[src/design/fcc_pkg.sv]
// shared types and constants of the frustum cube cull unit
// no dependencies; used by every module of the block
package fcc_pkg;

  localparam logic FUNC_LOAD = 1'b0;
  localparam logic FUNC_TEST = 1'b1;

  localparam int MAT_DIM     = 4;
  localparam int MAT_ELEMS   = MAT_DIM * MAT_DIM;
  localparam int PLANE_COUNT = 6;
  localparam int D_SHIFT     = 16;
  localparam int HALF_WIDTH  = 31;
  localparam int IN_WIDTH    = 32;

  // per-stage load enables, stage 1 is the input register
  typedef struct packed {
    logic ld1;
    logic ld2;
    logic ld3;
    logic ld4;
  } pipe_ld_t;

endpackage

[src/design/fcc_matrix.sv]
// clip matrix storage and plane component forming
// depends on fcc_pkg
module fcc_matrix #(
  parameter int VALUE_WIDTH = 32
) (
  input  logic                                                    clk_i,
  input  logic                                                    rst_ni,
  input  logic                                                    wr_en_i,
  input  logic [$clog2(fcc_pkg::MAT_ELEMS)-1:0]                   wr_idx_i,
  input  logic signed [VALUE_WIDTH-1:0]                           wr_val_i,
  output logic [fcc_pkg::PLANE_COUNT-1:0][fcc_pkg::MAT_DIM-1:0][VALUE_WIDTH:0] comp_o
);

  logic signed [VALUE_WIDTH-1:0] mat_q [fcc_pkg::MAT_ELEMS];

  always_ff @(posedge clk_i or negedge rst_ni) begin
    if (!rst_ni) begin
      for (int i = 0; i < fcc_pkg::MAT_ELEMS; i++) begin
        mat_q[i] <= '0;
      end
    end else if (wr_en_i) begin
      mat_q[wr_idx_i] <= wr_val_i;
    end
  end

  // plane p uses axis p/2, odd planes add and even planes subtract
  for (genvar p = 0; p < fcc_pkg::PLANE_COUNT; p++) begin : g_plane
    for (genvar r = 0; r < fcc_pkg::MAT_DIM; r++) begin : g_row
      localparam int BaseIdx  = r * fcc_pkg::MAT_DIM + fcc_pkg::MAT_DIM - 1;
      localparam int OtherIdx = r * fcc_pkg::MAT_DIM + (p >> 1);
      logic signed [VALUE_WIDTH:0] base_w;
      logic signed [VALUE_WIDTH:0] other_w;
      assign base_w  = (VALUE_WIDTH + 1)'(mat_q[BaseIdx]);
      assign other_w = (VALUE_WIDTH + 1)'(mat_q[OtherIdx]);
      if ((p & 1) == 1) begin : g_plus
        assign comp_o[p][r] = base_w + other_w;
      end else begin : g_minus
        assign comp_o[p][r] = base_w - other_w;
      end
    end
  end

endmodule

[config.mk]
export PLATFORM = sky130hd
export DESIGN_NAME = fcc_matrix
export DESIGN_NICKNAME = d
export VERILOG_FILES = /design/src/design/fcc_pkg.sv /design/src/design/fcc_matrix.sv
export SDC_FILE = /design/constraint.sdc
export NUM_CORES = 2
export LEC_CHECK = 0
export CAP_MARGIN = 15
export CORE_MARGIN = 3
export CORE_UTILIZATION = 42
export DETAILED_ROUTE_END_ITERATION = 10
export DONT_BUFFER_PORTS = 1
export GPL_TIMING_DRIVEN = 0
export REMOVE_ABC_BUFFERS = 1
export SYNTH_ARGS = -nofsm -noshare
export SYNTH_HDL_FRONTEND = slang
export SYNTH_SLANG_ARGS = --single-unit
[constraint.sdc]
create_clock -name clk_i -period 4.45 [get_ports clk_i]
set_clock_uncertainty 0.15 [all_clocks]
set_input_delay 0.6675 -clock clk_i [delete_from_list [all_inputs] [get_ports clk_i]]
set_output_delay 0.6675 -clock clk_i [all_outputs]
set_load 0.05 [all_outputs]
Yosys cells after proc, flatten, opt, wreduce, memory -nomap -nowiden
Index checks and enable logic that the tools add are counted.

Word-level logic and storage cells: 47. Input port bits: 39. Memories kept: 0. Memory bits (read-only): 0. RAM bits: 0. Latch bits: 0. Register bits: 512.

Muxes and demuxes: 3. Eq/ne operators: 0. Div/mod/pow operators: 0. Multiply operators: 0. Bitwise gates (word level): 1. $add $sub $neg: 24. Reductions and logical operators: 1. Magnitude comparators: 2. Shifts and indexed selects: 0.

Operator list (count): bitwise mux 512 bit (1); adder 32 x 32 -> 33 bit (12); subtractor 32 x 32 -> 33 bit (12); demux 32 bit (select 4 bit) (1); two-way mux 32 bit (1); greater-or-equal comparator 5 bit, second input constant (1); less-than comparator 5 x 1 -> 1 bit, second input constant (1); NOT 4 -> 5 bit (1); logical AND 1 bit (1).

Logic depth before layout (Yosys ltp)
Depth after elaboration: 6. Mapped depth: 15. Depth with buffers taken out: 14.

Worst setup path before layout
Ideal clock, no wire load.

Path kind: register -> output. From: register mat_q, in the netlist g_plane[0].g_row[1].base_w[3]. To: output comp_o[724] in the netlist's numbering. Arrival time: 4.220 ns. Buffers on the path: 1. Setup slack: -0.588 ns. Required time: 3.632 ns. Cell stages (with the launch flop): 13. Cell sequence: dfrtp_1 -> ha_1 -> clkbuf_1 -> inv_1 -> a21oi_1 -> o22ai_1 -> o41ai_1 -> o211ai_1 -> a31oi_1 -> nor3_1 -> a211oi_1 -> a21oi_1 -> o41ai_1.

RTL lines: from (decl) (RTL line fcc_matrix.sv:14) `logic signed [VALUE_WIDTH-1:0] mat_q [fcc_pkg::MAT_ELEMS];`; from (signal, indexed assignment) (RTL line fcc_matrix.sv:22) `mat_q[wr_idx_i] <= wr_val_i;`; to (decl) (RTL line fcc_matrix.sv:11) `output logic [fcc_pkg::PLANE_COUNT-1:0][fcc_pkg::MAT_DIM-1:0][VALUE_WIDTH:0] comp_o`.

==> reports/results.tsv <==
metric	value	unit
outcome	complete, but fails checks	
violations	negative hold slack, negative setup slack	
holdCritPathClass	in -> async	
final_layout_size_suffix_gt1_share	32.35	%
floorplan.die.width	372.2	um
grt_first_pass_wirelength	333400	um
timing.critical_path.required	3630	ps
maxSlewHeadroom	12.19	%
syn_avg_cell_area	8.060	um2
portBuffers	0	
total_stage_count_of_the_critical_path	14	
boundaryPins	831	
timing.critical_path.from_type	flop	
crit_type	reg -> out	
synthesis.area	56310	um2
min_period_over_period	116.4	%
worstMarginPinSlew	1314	ps
fillCellCount	11300	
synthDominantAreaCellType	sky130_fd_sc_hd__dfrtp_1	
final.setup.worst_slack	-730.5	ps
critical_path.cell_chain	clkinvlp_4 -> buf_6 -> fa_2 -> nor2b_2 -> o31a_1 -> o41a_1 -> nor4_4 -> o31ai_4 -> a41oi_4 -> o31ai_4 -> a31oi_4 -> o31ai_2 -> a21oi_2 -> xnor2_4	
synthMostInstantiatedCell	sky130_fd_sc_hd__ha_1	
initial_core_util	42.56	%
ant_nets	0	
detail_route.wirelength	231300	um
cts_buffers	66	
grt.overflow.total	0	
synth_seq_area_share	22.75	%
die-area	138500	um2
cts_buffer_depth	3	
ys_seq_elements	512	
design.final.nets	8288	
postSynth.topFlopCell	sky130_fd_sc_hd__dfrtp_1	
cp_top_family	compound AO/OA/AOI/OAI gates	
post_synth_inst_count	6986	
ys_top_cells_by_count	sky130_fd_sc_hd__ha_1, sky130_fd_sc_hd__inv_1, sky130_fd_sc_hd__a21oi_1	
gp_routability_congestion	0.9524	
floorplan_core_area	132300	um2
synth.top_cells.by_area	sky130_fd_sc_hd__dfrtp_1, sky130_fd_sc_hd__ha_1, sky130_fd_sc_hd__xnor2_1	
rows	133	
initial_antenna_violation_count	17	
fmax	193.0	MHz
slowest_cell_delay_on_critical_path	490	ps
final_max_slew_viol_count	0	
tritoncts	built	
crit_fanout	5	
critPathBufInv	2	
cpMaxStageDelayCell	sky130_fd_sc_hd__dfrtp_2	
finalSetupViolations	391	
yosysTopAreaCellShare	22.75	%
critPathArrivalTime	4360	ps
detail_route.first_pass.iterations	6	
via_count_of_the_first_global_routing_pass	53050	
post-route-drc-count	0	
period_needed	5181	ps
vert_die_dim	372.2	um
synthesis.yosys.warnings	0	
area_delta_synth_final	37.30	%
clock_tree.root_cell	sky130_fd_sc_hd__clkbuf_16	
synth_edf_count	0	
critPathCaptureType	primary output	
clock_latency	650	ps
vias_per_cell	5.773	
hold_ws	-108.3	ps
stdcell_count	9277	
clock_sink_count	512	
crit_path_frequent_cell	sky130_fd_sc_hd__o31ai_4	
finalHoldViolations	21	
clock_tree.htree_level_count	3	
dpl.hpwl	172100	um
clk_pin_slew	60	ps
grt_max_degree	513	
vias	53550	
dpl.cell_count	8646	
all_layer_global_routing_usage	31.55	%
grt_setup_unrepaired	yes	
drt_iter0_markers	3182	
detail_route.wl_per_cell	24.93	um
synth-async-reset-ratio	100.0	%
yosys.cell_types.count	92	
max_cap_violations	0	
worst-r2r-cell-count	4	
## stage by stage
| step | setup WS [ps] | setup TNS (ps) | area, um2 | utilization (%) |
|---|---|---|---|---|
| floorplan | -530.0 | -3262 | 54830 | - |
| global placement | -2099 | -282870 | 57030 | 43.11 |
| detailed placement | -1799 | -159700 | 60780 | 45.94 |
| CTS | -815.4 | -145490 | 73300 | 55.41 |
| global route | -858.7 | -169880 | 77280 | 58.41 |
| finish | -730.5 | -114840 | 77310 | 58.44 |
## state kept, by name, indices dropped and copies added, names as in the netlist
signal,flops
g_plane.g_row.base_w,128
g_plane.g_row.other_w,384
## kinds of logic after synthesis
logic type / Yosys count / synth area share (%)
compound gates: 1910 / 21.09
xor+xnor: 678 / 10.55
fa+ha+maj: 792 / 17.92
buf+inv: 1103 / 7.473
flops: 512 / 22.75
mux: 326 / 6.504
simple gates: 1665 / 13.72
## placed cells by master, fill, tap and decap left out, drive strengths merged, types with 115 or more instances in the layout
master / count
xnor2: 558
inv: 724
o21ai: 476
ha: 768
mux2: 319
nand2b: 115
xor2: 120
a21oi: 654
buf: 731
nand2: 399
nor2: 619
o21bai: 185
dfrtp: 512
nor3: 134
## final timing paths
check	slack [ps]	start	endpoint
worst min register to register	380	g_plane[2].g_row[0].other_w[25]$_DFFE_PN0P_	g_plane[2].g_row[0].other_w[25]$_DFFE_PN0P_
worst max register to register	3060	g_plane[0].g_row[1].base_w[4]$_DFFE_PN0P_	g_plane[0].g_row[1].base_w[4]$_DFFE_PN0P_
max in group asynchronous	2500	rst_ni	g_plane[0].g_row[1].base_w[19]$_DFFE_PN0P_
min in group clk_i	50	wr_val_i[19]	g_plane[0].g_row[1].other_w[19]$_DFFE_PN0P_
worst min-delay path	-110	rst_ni	g_plane[0].g_row[2].other_w[6]$_DFFE_PN0P_
worst max-delay path	-730	g_plane[0].g_row[3].base_w[1]$_DFFE_PN0P_	comp_o[657]
## final cells by class
cell class | instances | area (um2) | share of cell area (%)
sequential | 512 | 12900 | 16.69
clock inverter | 36 | 432.9 | 0.5600
tap | 1755 | 2196 | 2.840
antenna | 14 | 35.03 | 0.04532
timing repair buffer | 778 | 7287 | 9.426
multi-input combinational | 5371 | 49780 | 64.39
inverter | 728 | 2768 | 3.580
clock buffer | 83 | 1912 | 2.473
## metal layers
metal,up-vias,track usage (%),share of wire (%)
met5,-,0,0.027
met4,10,12.37,4.5
met3,486,10.62,9.2
met2,1802,55.87,49
met1,26340,34.57,38
li1,24920,-,-
## worst register-to-register path, cell delays in order, from the launching register on
cell                      delay (ps)
sky130_fd_sc_hd__dfrtp_2         470
sky130_fd_sc_hd__buf_6           140
sky130_fd_sc_hd__buf_6           110
sky130_fd_sc_hd__buf_4           140
sky130_fd_sc_hd__mux2_2          260
## timing repair
item / in CTS / in global routing
hold buffers: 46 / 2
buffers inserted: 285 / 176
pin swaps: 416 / 375
resized for setup: 1334 / 469
hold endpoints to repair: 992 / 141
setup endpoints to repair: 520 / 487
Power is not shown: default switching activity piles up to over one toggle a cycle in this logic, so the estimate is an artifact.
